**config.mk**
```make
export PLATFORM = sky130hd
export DESIGN_NAME = lbc_front
export DESIGN_NICKNAME = d
export VERILOG_FILES = /design/src/sv/lbc_pkg.sv /design/src/sv/lbc_front.sv
export SDC_FILE = /design/constraint.sdc
export NUM_CORES = 1
export LEC_CHECK = 0
export BUFFER_PORTS_ARGS = -buffer_cell sky130_fd_sc_hd__buf_4
export CAP_MARGIN = 0
export CORE_MARGIN = 3
export CORE_UTILIZATION = 38
export CTS_CLUSTER_SIZE = 28
export DETAILED_ROUTE_END_ITERATION = 16
export PLACE_DENSITY = 0.76
export SYNTH_ARGS = -nofsm -noshare
export SYNTH_HDL_FRONTEND = slang
export SYNTH_SLANG_ARGS = --single-unit
```
**constraint.sdc**
```tcl
create_clock -name clk -period 0.8 [get_ports clk]
set_input_delay 0.12 -clock clk [delete_from_list [all_inputs] [get_ports clk]]
set_output_delay 0.12 -clock clk [all_outputs]
set_load 0.01 [all_outputs]
```
**src/sv/lbc_pkg.sv**
```systemverilog
package lbc_pkg;

  localparam int COORD_BITS      = 16;
  localparam int T_FRACTION_BITS = 16;

  // edge deltas and t numerators need one bit more than a coordinate
  localparam int DW        = COORD_BITS + 1;
  localparam int TW        = COORD_BITS + T_FRACTION_BITS + 2;
  localparam int CTW       = T_FRACTION_BITS + 2;
  localparam int PW        = CTW + DW;
  localparam int DIV_STEPS = (COORD_BITS + T_FRACTION_BITS + 1) / 2;
  localparam int DVD_W     = 2 * DIV_STEPS;
  localparam int DCNT_W    = $clog2(DIV_STEPS + 1);

  typedef logic signed [COORD_BITS-1:0] coord_t;
  typedef logic signed [DW-1:0]         delta_t;
  typedef logic signed [TW-1:0]         tpar_t;
  typedef logic signed [CTW-1:0]        tclamp_t;
  typedef logic signed [PW-1:0]         prod_t;

  localparam tpar_t T_ONE = TW'(64'd1 << T_FRACTION_BITS);
  localparam tpar_t T_INF = TW'((64'd1 << (COORD_BITS + T_FRACTION_BITS)) - 64'd1);
  localparam prod_t RND_BIAS = PW'((64'd1 << T_FRACTION_BITS) - 64'd1);

  localparam logic [1:0] CFG_LEFT   = 2'd0;
  localparam logic [1:0] CFG_BOTTOM = 2'd1;
  localparam logic [1:0] CFG_RIGHT  = 2'd2;
  localparam logic [1:0] CFG_TOP    = 2'd3;

  localparam logic [1:0] T_INX  = 2'd0;
  localparam logic [1:0] T_INY  = 2'd1;
  localparam logic [1:0] T_OUTX = 2'd2;
  localparam logic [1:0] T_OUTY = 2'd3;

  typedef struct packed {
    coord_t left;
    coord_t bottom;
    coord_t right;
    coord_t top;
  } window_t;

  typedef struct packed {
    coord_t x1;
    coord_t y1;
    coord_t x2;
    coord_t y2;
    logic   has_edge;
    logic   closing;
  } edge_t;

  typedef struct packed {
    logic full;
    logic empty;
  } fifo_stat_t;

  typedef enum logic [3:0] {
    S_IDLE,
    S_SETUP,
    S_DSTART,
    S_DWAIT,
    S_CHK1,
    S_CORNER1,
    S_CHK1B,
    S_CHK2,
    S_ENT_MUL,
    S_ENT_EMIT,
    S_EXT_MUL,
    S_EXT_EMIT,
    S_END_EMIT,
    S_CORNER2,
    S_FIN,
    S_CLOSE
  } state_t;

  function automatic tclamp_t clamp_t(tpar_t t);
    tclamp_t r;
    if (t < 0) r = '0;
    else if (t > T_ONE) r = CTW'(T_ONE);
    else r = t[CTW-1:0];
    return r;
  endfunction

  // base + product / 2^F, truncated toward zero
  function automatic coord_t lerp_fin(coord_t base, prod_t p);
    prod_t q;
    if (p < 0) q = (p + RND_BIAS) >>> T_FRACTION_BITS;
    else q = p >>> T_FRACTION_BITS;
    return base + coord_t'(q[COORD_BITS-1:0]);
  endfunction

endpackage

```
**src/sv/lbc_front.sv**
```systemverilog
module lbc_front
  import lbc_pkg::*;
(
  input  logic       clk,
  input  logic       rst_n,
  input  logic       in_valid,
  output logic       in_ready,
  input  coord_t     in_vertex_x,
  input  coord_t     in_vertex_y,
  input  logic       in_is_closing,
  input  fifo_stat_t fifo_stat,
  output logic       push,
  output edge_t      push_edge
);

  coord_t prev_x_r, prev_y_r;
  logic   have_prev_r;
  logic   accept;

  assign in_ready = !fifo_stat.full;
  assign accept   = in_valid && in_ready;

  // a first vertex that is not closing produces nothing, so it never enters the queue
  assign push = accept && (have_prev_r || in_is_closing);
  assign push_edge = '{x1: prev_x_r, y1: prev_y_r, x2: in_vertex_x, y2: in_vertex_y,
                       has_edge: have_prev_r, closing: in_is_closing};

  always_ff @(posedge clk) begin
    if (!rst_n) begin
      prev_x_r    <= '0;
      prev_y_r    <= '0;
      have_prev_r <= 1'b0;
    end else if (accept) begin
      prev_x_r    <= in_vertex_x;
      prev_y_r    <= in_vertex_y;
      have_prev_r <= !in_is_closing;
    end
  end

endmodule

```
==> flow_summary.yaml <==
power_and_ir_drop:
  power_leakage_nw: 1.18
  switching_power_mw: 0.957
  p_int_mw: 2.94
  ir_worst_vdd_v: 0.000718
  p_sw_share_pct: 24.6
  pwr-share-seq_pct: 46.4
  total_power_mw: 3.90
  p_comb_share_pct: 22.1
  p_per_area_nw_per_um2: 1580
  p_clk_share_pct: 31.5
logic_synthesis:
  syn_area_sq_um: 1630
  synth-seq-cells: 33
  synth_cell_types: 13
  synth.yosys.warnings: 0
  synthCells: 179
  seq_area_frac_synth_pct: 40.6
  synth_fp_nets: 217
  avgSynthCellArea_sq_um: 9.09
layout:
  antenna_cells: 0
  fillers: 348
  final_nets: 290
  area_delta_synth_final_pct: 51.5
  mostFrequentLayoutCell: "buf_4"
  regArea_sq_um: 702
  multi_input_area_sq_um: 599
  fin_area_sq_um: 2460
  drive_above_1_share_pct: 59.9
  most-common-layout-cells: "buf_4 (73), nand2_1 (64), buf_6 (34)"
sta:
  fin_skew_ns: 0
  setup_viol: 34
  worst_slack_ns: -0.206
  tightest_slew_ns: 0.192
  relSlewSlack_pct: 87.2
  slew_violations: 0
  period_minus_slack_ns: 1.01
  rsz0062_at_grt: "yes"
  final_min_period_over_clock_period_pct: 126
  clock.fmax_mhz: 994
  hold_viol_final: 0
clock_tree:
  tritoncts: "done"
  cts_root_buf: "clkbuf_8"
  cts_buffers: 5
  worstSkewPairLatency_ns: 0.27
  htree_num_levels: 2
  clkTransAtPathRegs_ns: 0.06
  clk_path_buf_depth: 2
  clock_sink_count: 33
critical_path:
  crit_type: "flop to output port"
  crit_arrival_ns: 0.89
  crit_path_end_kind: "output port"
  crit_end: "push"
  cp-start-kind: "flop"
  crit_required_ns: 0.68
  cp_max_fo: 2
  worstSetupStartpoint: "have_prev_r"
  reg2regPathDepth: 2
  reg2reg_to: "have_prev_r"
  reg2reg_from: "have_prev_r"
  rrSetupSlack_ns: 0.02
die:
  die-height_microns: 71.4
  core_area_sq_um: 4060
  initial_core_util_pct: 40.1
  io_pins: 106
  fp.dieW_microns: 71.4
  die_area_sq_um: 5100
  core.rowCount: 23
global_routing:
  grt_pass1_wl_mm: 5.90
  grt_usage_pct: 14.3
  grt_max_degree: 41
  grt_overflow: 0
  antenna_found_initial: 0
  grt_pass1_vias: 1358
flow_run:
  max_cap_violations: 0
routing:
  drtAntennaViolNets: 0
  vias: 1359
  routed_wl_mm: 3.66
  wl_per_cell_microns: 12.1
  post-route-drc-count: 0
  drt_pass1_iterations: 4
  routed_via_density: 4.50
  drt_iter0_drc: 46
run_status:
  status: "finished with violations"
  violations: "setup timing"
placement:
  place.gp.congestion: 0.694
  postPlaceCellArea_sq_um: 2190
  dpl.hpwl_mm: 2.73
  port_buffers: 104
min_path:
  hold_class: "input port to flop"
  min_from: "in_vertex_x[11]"
==> cell type report <==
cell class | instances | share of cell area (%)
Multi-Input combinational cell | 100 | 24.3
Inverter | 1 | 0.152
Timing Repair Buffer | 111 | 41.0
Sequential cell | 33 | 28.5
Tap cell | 50 | 2.54
Clock buffer | 7 | 3.50
==> synth_stat cells, drive strengths merged <==
| master | count | area share (%) |
|---|---|---|
| o211a | 1 | 0.62 |
| nand3b | 1 | 0.46 |
| dfxtp | 33 | 41 |
| mux2i | 32 | 20 |
| o21a | 1 | 0.46 |
| buf | 44 | 22 |
| nor2b | 1 | 0.85 |
| inv | 1 | 0.23 |
| clkbuf | 1 | 0.23 |
| nand2 | 64 | 15 |
==> critical path: stages, from the launching register on <==
cell and delay, ns:
dfxtp_2 0.32, o21a_1 0.17, buf_6 0.12
==> cells by family after synthesis <==
logic type,count (synthesis),synth area share [%]
AND/OR/NAND/NOR,66,16.1
flip-flops,33,40.6
multiplexers,32,19.7
AO/OA/AOI/OAI,2,1.08
buffers and inverters,46,22.5
==> routing by layer <==
layer  global-route usage, %  vias up  routed length, microns
met5                       0        -                       0
met4                    4.80        0                      38
met3                    5.89        6                     413
met2                    25.7       64                    1910
met1                    14.9      611                    1290
li1                        -      678                       -
==> registers in the layout (all words and copies together), names as in the netlist <==
name / cells
have_prev_r: 1
prev_y_r: 16
prev_x_r: 16
==> worst min path at each step <==
stage	endpoint	slack [ns]	cells past startpoint
final	prev_x_r[11]	0.1	3
after global placement	prev_y_r[5]	0.39	3
after detailed placement	prev_x_r[5]	0.40	3
after CTS	prev_x_r[11]	0.08	3
after floorplan	prev_x_r[0]	0.26	2
after global routing	prev_x_r[15]	0.09	3
==> what timing repair did <==
action,4_1_cts,5_1_grt
setup endpoints to repair,34,34
cloned,0,0
hold buffers,0,0
pin swaps,1,0
setup buffers,2,1
gates resized for setup,67,0
==> stage by stage <==
stage	util [%]	setup TNS, ns	instances	worst slack (ns)	hold WS [ns]
2_1_floorplan	-	0	179	0.00270	0.262
3_3_place_gp	53.9	-3.00	292	-0.0996	0.387
3_5_place_dp	53.9	-3.86	292	-0.152	0.395
4_1_cts	60.6	-1.75	301	-0.221	0.0841
5_1_grt	60.7	-2.20	302	-0.249	0.0911
6_report	60.7	-1.28	302	-0.206	0.0952
==> power groups by stage <==
stage,Sequential [mW],Clock [mW],Combinational [mW]
final,1.81,1.23,0.862
after global routing,1.82,1.34,0.934
after CTS,1.80,1.29,0.869
after detailed placement,1.81,0,0.807
after global placement,1.81,0,0.789
after floorplan,1.85,0,0.428
Note: power is estimated with default switching activity, not from simulation.
