[src/sv/lbc_pkg.sv]
package lbc_pkg;

  localparam int COORD_BITS      = 16;
  localparam int T_FRACTION_BITS = 16;

  // edge deltas and t numerators need one bit more than a coordinate
  localparam int DW        = COORD_BITS + 1;
  localparam int TW        = COORD_BITS + T_FRACTION_BITS + 2;
  localparam int CTW       = T_FRACTION_BITS + 2;
  localparam int PW        = CTW + DW;
  localparam int DIV_STEPS = (COORD_BITS + T_FRACTION_BITS + 1) / 2;
  localparam int DVD_W     = 2 * DIV_STEPS;
  localparam int DCNT_W    = $clog2(DIV_STEPS + 1);

  typedef logic signed [COORD_BITS-1:0] coord_t;
  typedef logic signed [DW-1:0]         delta_t;
  typedef logic signed [TW-1:0]         tpar_t;
  typedef logic signed [CTW-1:0]        tclamp_t;
  typedef logic signed [PW-1:0]         prod_t;

  localparam tpar_t T_ONE = TW'(64'd1 << T_FRACTION_BITS);
  localparam tpar_t T_INF = TW'((64'd1 << (COORD_BITS + T_FRACTION_BITS)) - 64'd1);
  localparam prod_t RND_BIAS = PW'((64'd1 << T_FRACTION_BITS) - 64'd1);

  localparam logic [1:0] CFG_LEFT   = 2'd0;
  localparam logic [1:0] CFG_BOTTOM = 2'd1;
  localparam logic [1:0] CFG_RIGHT  = 2'd2;
  localparam logic [1:0] CFG_TOP    = 2'd3;

  localparam logic [1:0] T_INX  = 2'd0;
  localparam logic [1:0] T_INY  = 2'd1;
  localparam logic [1:0] T_OUTX = 2'd2;
  localparam logic [1:0] T_OUTY = 2'd3;

  typedef struct packed {
    coord_t left;
    coord_t bottom;
    coord_t right;
    coord_t top;
  } window_t;

  typedef struct packed {
    coord_t x1;
    coord_t y1;
    coord_t x2;
    coord_t y2;
    logic   has_edge;
    logic   closing;
  } edge_t;

  typedef struct packed {
    logic full;
    logic empty;
  } fifo_stat_t;

  typedef enum logic [3:0] {
    S_IDLE,
    S_SETUP,
    S_DSTART,
    S_DWAIT,
    S_CHK1,
    S_CORNER1,
    S_CHK1B,
    S_CHK2,
    S_ENT_MUL,
    S_ENT_EMIT,
    S_EXT_MUL,
    S_EXT_EMIT,
    S_END_EMIT,
    S_CORNER2,
    S_FIN,
    S_CLOSE
  } state_t;

  function automatic tclamp_t clamp_t(tpar_t t);
    tclamp_t r;
    if (t < 0) r = '0;
    else if (t > T_ONE) r = CTW'(T_ONE);
    else r = t[CTW-1:0];
    return r;
  endfunction

  // base + product / 2^F, truncated toward zero
  function automatic coord_t lerp_fin(coord_t base, prod_t p);
    prod_t q;
    if (p < 0) q = (p + RND_BIAS) >>> T_FRACTION_BITS;
    else q = p >>> T_FRACTION_BITS;
    return base + coord_t'(q[COORD_BITS-1:0]);
  endfunction

endpackage

[src/sv/lbc_fifo.sv]
module lbc_fifo
  import lbc_pkg::*;
(
  input  logic       clk,
  input  logic       rst_n,
  input  logic       push,
  input  edge_t      push_edge,
  input  logic       pop,
  output edge_t      head,
  output fifo_stat_t stat
);

  edge_t      mem_r [2];
  logic       wr_ptr_r, rd_ptr_r;
  logic [1:0] cnt_r;

  assign head       = mem_r[rd_ptr_r];
  assign stat.full  = (cnt_r == 2'd2);
  assign stat.empty = (cnt_r == 2'd0);

  always_ff @(posedge clk) begin
    if (push) mem_r[wr_ptr_r] <= push_edge;
  end

  always_ff @(posedge clk) begin
    if (!rst_n) begin
      wr_ptr_r <= 1'b0;
      rd_ptr_r <= 1'b0;
      cnt_r    <= '0;
    end else begin
      if (push) wr_ptr_r <= !wr_ptr_r;
      if (pop) rd_ptr_r <= !rd_ptr_r;
      cnt_r <= cnt_r + 2'(push) - 2'(pop);
    end
  end

endmodule

[config.mk]
export PLATFORM = sky130hd
export DESIGN_NAME = lbc_fifo
export DESIGN_NICKNAME = d
export VERILOG_FILES = /design/src/sv/lbc_pkg.sv /design/src/sv/lbc_fifo.sv
export SDC_FILE = /design/constraint.sdc
export NUM_CORES = 1
export LEC_CHECK = 0
export BUFFER_PORTS_ARGS = -buffer_cell sky130_fd_sc_hd__buf_2
export CAP_MARGIN = 20
export CORE_MARGIN = 5
export CORE_UTILIZATION = 25
export DETAILED_ROUTE_END_ITERATION = 7
export SKIP_CTS_REPAIR_TIMING = 1
export SYNTH_ARGS = -nofsm -noshare
export SYNTH_HDL_FRONTEND = slang
export SYNTH_SLANG_ARGS = --single-unit
[constraint.sdc]
create_clock -name clk -period 5.49 [get_ports clk]
set_input_delay 1.098 -clock clk [delete_from_list [all_inputs] [get_ports clk]]
set_output_delay 1.098 -clock clk [all_outputs]
set_load 0.005 [all_outputs]
==> results by group <==
Power
  – PwrDens: 381 mW/mm^2
  – Peak supply drop: slightly above 200 uV
  – LEAKAGE: approximately 2.6 nW

Routing
  – WL/cell: between 10 and 15 um
  – WL final: 9590 um
  – Antenna violation net count after detailed routing: 0
  – Drt initial violations: 54
  – Via Count: between 2,000 and 3,000
  – # DRC: 0
  – Vias per std cell: just under 4
  – Router iterations before antenna repair: 4

Timing
  – Max-slew violation count: 0
  – Hold Fails Final Rpt: 0
  – Post-route clock skew: 0.0127 ns
  – # setup viols final: 0
  – Max-Slew Margin vs Limit: a little over a third
  – Worst-Margin Slew: approximately 0.95 ns
  – Unrepaired setup endpoints after global routing: no
  – Tmin final: roughly 3.0 ns
  – Highest Clock Rate: about 330 MHz
  – Fin crit share: roughly 55%
  – Final TNS setup: 0 ns
  – Worst setup margin: ~2.5 ns

Global routing
  – Pin count of the biggest net entering global routing: between 60 and 70
  – Initial antenna violation count: 0
  – Gr ovfl total: 0
  – Global-route usage over all layers: slightly above 8%
  – First-pass GRT wire length: roughly 15,000 um
  – Number of global-route vias before repair: roughly 2,900

Min path
  – Hold/Removal Path Class: reg -> reg
  – Hold depth: 2

CTS
  – Worst-path clk slew: 0.05 ns
  – CTS Root Cell: clkbuf_16
  – Total CTS buffers: 17
  – H-tree level count: 4
  – CTS tree: done
  – Clock buffer depth: 2
  – Worst skew pair latency: 0.40 ns
  – Clk sinks: approximately 140

Worst setup path
  – Critical R2R Capture: mem_r[0][18]
  – Crit path buf inv count: 2
  – CP endpoint: head[4]
  – Crit path largest cell delay: roughly 0.64 ns
  – Slowest stage cell, crit path: dfxtp_4
  – Crit path max fanout: a little over 40
  – Worst path required time: 4.39 ns
  – Critical R2R Launch: wr_ptr_r
  – Crit path depth: 3
  – Setup crit start kind: register
  – Worst EP arrival: roughly 1.9 ns
  – Reg2reg path depth: 3
  – R2R setup slack: about 3.8 ns
  – Crit-path cells: buf_16 -> mux2_2 -> buf_2
  – CP top delay family: flip-flops
  – Element type at the critical path end: output port
  – Worst setup path category: reg -> out

Yosys
  – Mean Syn Cell Area: 22.8 sq um
  – Compound-Gate Fraction of Synth Area: less than 1%
  – Synth Area in Adders: less than 1%
  – Synth Warn #: 0
  – Mux cell area share after synthesis: 17.4%
  – Post-synthesis sequential area ratio: roughly four fifths
  – Main combinational cell family by area after synthesis: multiplexers
  – Seq cells post-synth: 137
  – Netlist cell types: 14
  – Mapped cell area: 0.00515 sq mm
  – Cells after synthesis: approximately 230
  – Synth Area in XOR/XNOR: 0.608%
  – Simple-gate share of the synthesized area: under 10%
  – Post-Syn Nets: between 200 and 300

Cells and area
  – N_diodes: 0
  – Layout net count: 450
  – Sequential cell area: approximately 0.0041 sq mm
  – Share of post-route cells with drive strength above 1: about three fifths
  – Multi-input logic area: about 0.001 sq mm
  – Final Non-Filler Cells: 660
  – Fillers: 1,953
  – Most common cell after layout, fill and taps aside: buf_2
  – Most frequent cells in the layout: 137 x buf_2, 132 x edfxtp_1, 40 x mux2_4
  – Area grow syn2layout: 31.0%

Run
  – # Max-Cap Violations: 0

Floorplanning
  – Core ar.: about 0.020 sq mm
  – Die Span Y: 154 um
  – Initial core utilization: 25.4%
  – Row count: between 50 and 60
  – Die area: ~0.024 sq mm
  – Die width: approximately 150 um
  – Ports: between 100 and 150

Placement
  – Number of port buffers: 137
  – Worst slack, placed: about 2.3 ns
  – Post-DP HPWL: roughly 6300 um
  – Post-placement cell count: ~630
  – Global placer's final weighted congestion: ~0.7

Status
  – Outcome: completed
-- routing by layer --
| layer | global-route usage, % | share of wire [%] |
|---|---|---|
| met3 | 4.13 | 8.3 |
| met1 | 10.1 | 44 |
| met4 | 2.40 | 0.69 |
| met5 | 0 | 0 |
| met2 | 13.0 | 47 |
-- kinds of logic (layout without fill, tap and decap cells) --
| group | count (synthesis) | count (layout) |
|---|---|---|
| flip-flops | 137 | 137 |
| adder cells (fa/ha/maj) | 2 | 2 |
| multiplexers | 66 | 66 |
| AND/OR/NAND/NOR | 9 | 9 |
| buffers and inverters | 9 | 173 |
| AO/OA/AOI/OAI | 1 | 1 |
| XOR/XNOR | 2 | 2 |
-- synthesized netlist by cell type, drive strengths merged --
cell / instances / area share, %
dfxtp: 5 / 1.9
buf: 7 / 1.3
ha: 2 / 0.49
nor2: 1 / 0.073
nor2b: 4 / 0.49
o21a: 1 / 0.15
xnor3: 1 / 0.44
mux2: 66 / 17
xor2: 1 / 0.17
inv: 2 / 0.15
edfxtp: 132 / 77
and2: 4 / 0.49
-- sequential cells by signal (all words and copies together), names as in the netlist, named ones only --
name and cells:
mem_r 132, cnt_r 2, wr_ptr_r 1, rd_ptr_r 1
-- tightest hold or removal path, cell delays in order, from the launching register on --
cell and delay [ns]:
dfxtp_1 0.33, xor2_1 0.07, and2_1 0.14
-- area by class of cell --
class,count,area share (%)
clock buffer,21,6.53
clock inverter,10,1.89
inverter,2,0.111
multi-input combinational,80,15.1
sequential,137,60.3
tap,270,5.01
timing repair buffer,140,11.0
-- where the power goes --
group / switching, mW / internal (mW) / leakage [nW]
Clock: 0.385 / 0.706 / 0.273
Combinational: 0.102 / 0.139 / 1.04
Sequential: 0.0242 / 1.21 / 1.28
Total: 0.512 / 2.05 / 2.59
-- per-stage QoR --
| step | utilization (%) | cell area, sq um | total power [mW] | hold slack, ns |
|---|---|---|---|---|
| detailed placement | 30.3 | 6130 | 1.50 | 0.563 |
| global route | 33.3 | 6740 | 2.68 | 0.609 |
| floorplan | - | 5150 | 1.39 | 0.555 |
| global placement | 30.3 | 6130 | 1.49 | 0.557 |
| CTS | 33.1 | 6700 | 2.61 | 0.582 |
| finish | 33.3 | 6740 | 2.57 | 0.579 |
-- worst min path at each step --
stage               slack (ns)     start        to
detailed placement        0.56  rd_ptr_r  register
global placement          0.56  rd_ptr_r  register
floorplan                 0.55  rd_ptr_r  register
global route              0.61  rd_ptr_r  register
CTS                       0.58  rd_ptr_r  register
finish                    0.58  rd_ptr_r  register
Note: power is estimated with default switching activity, not from simulation.
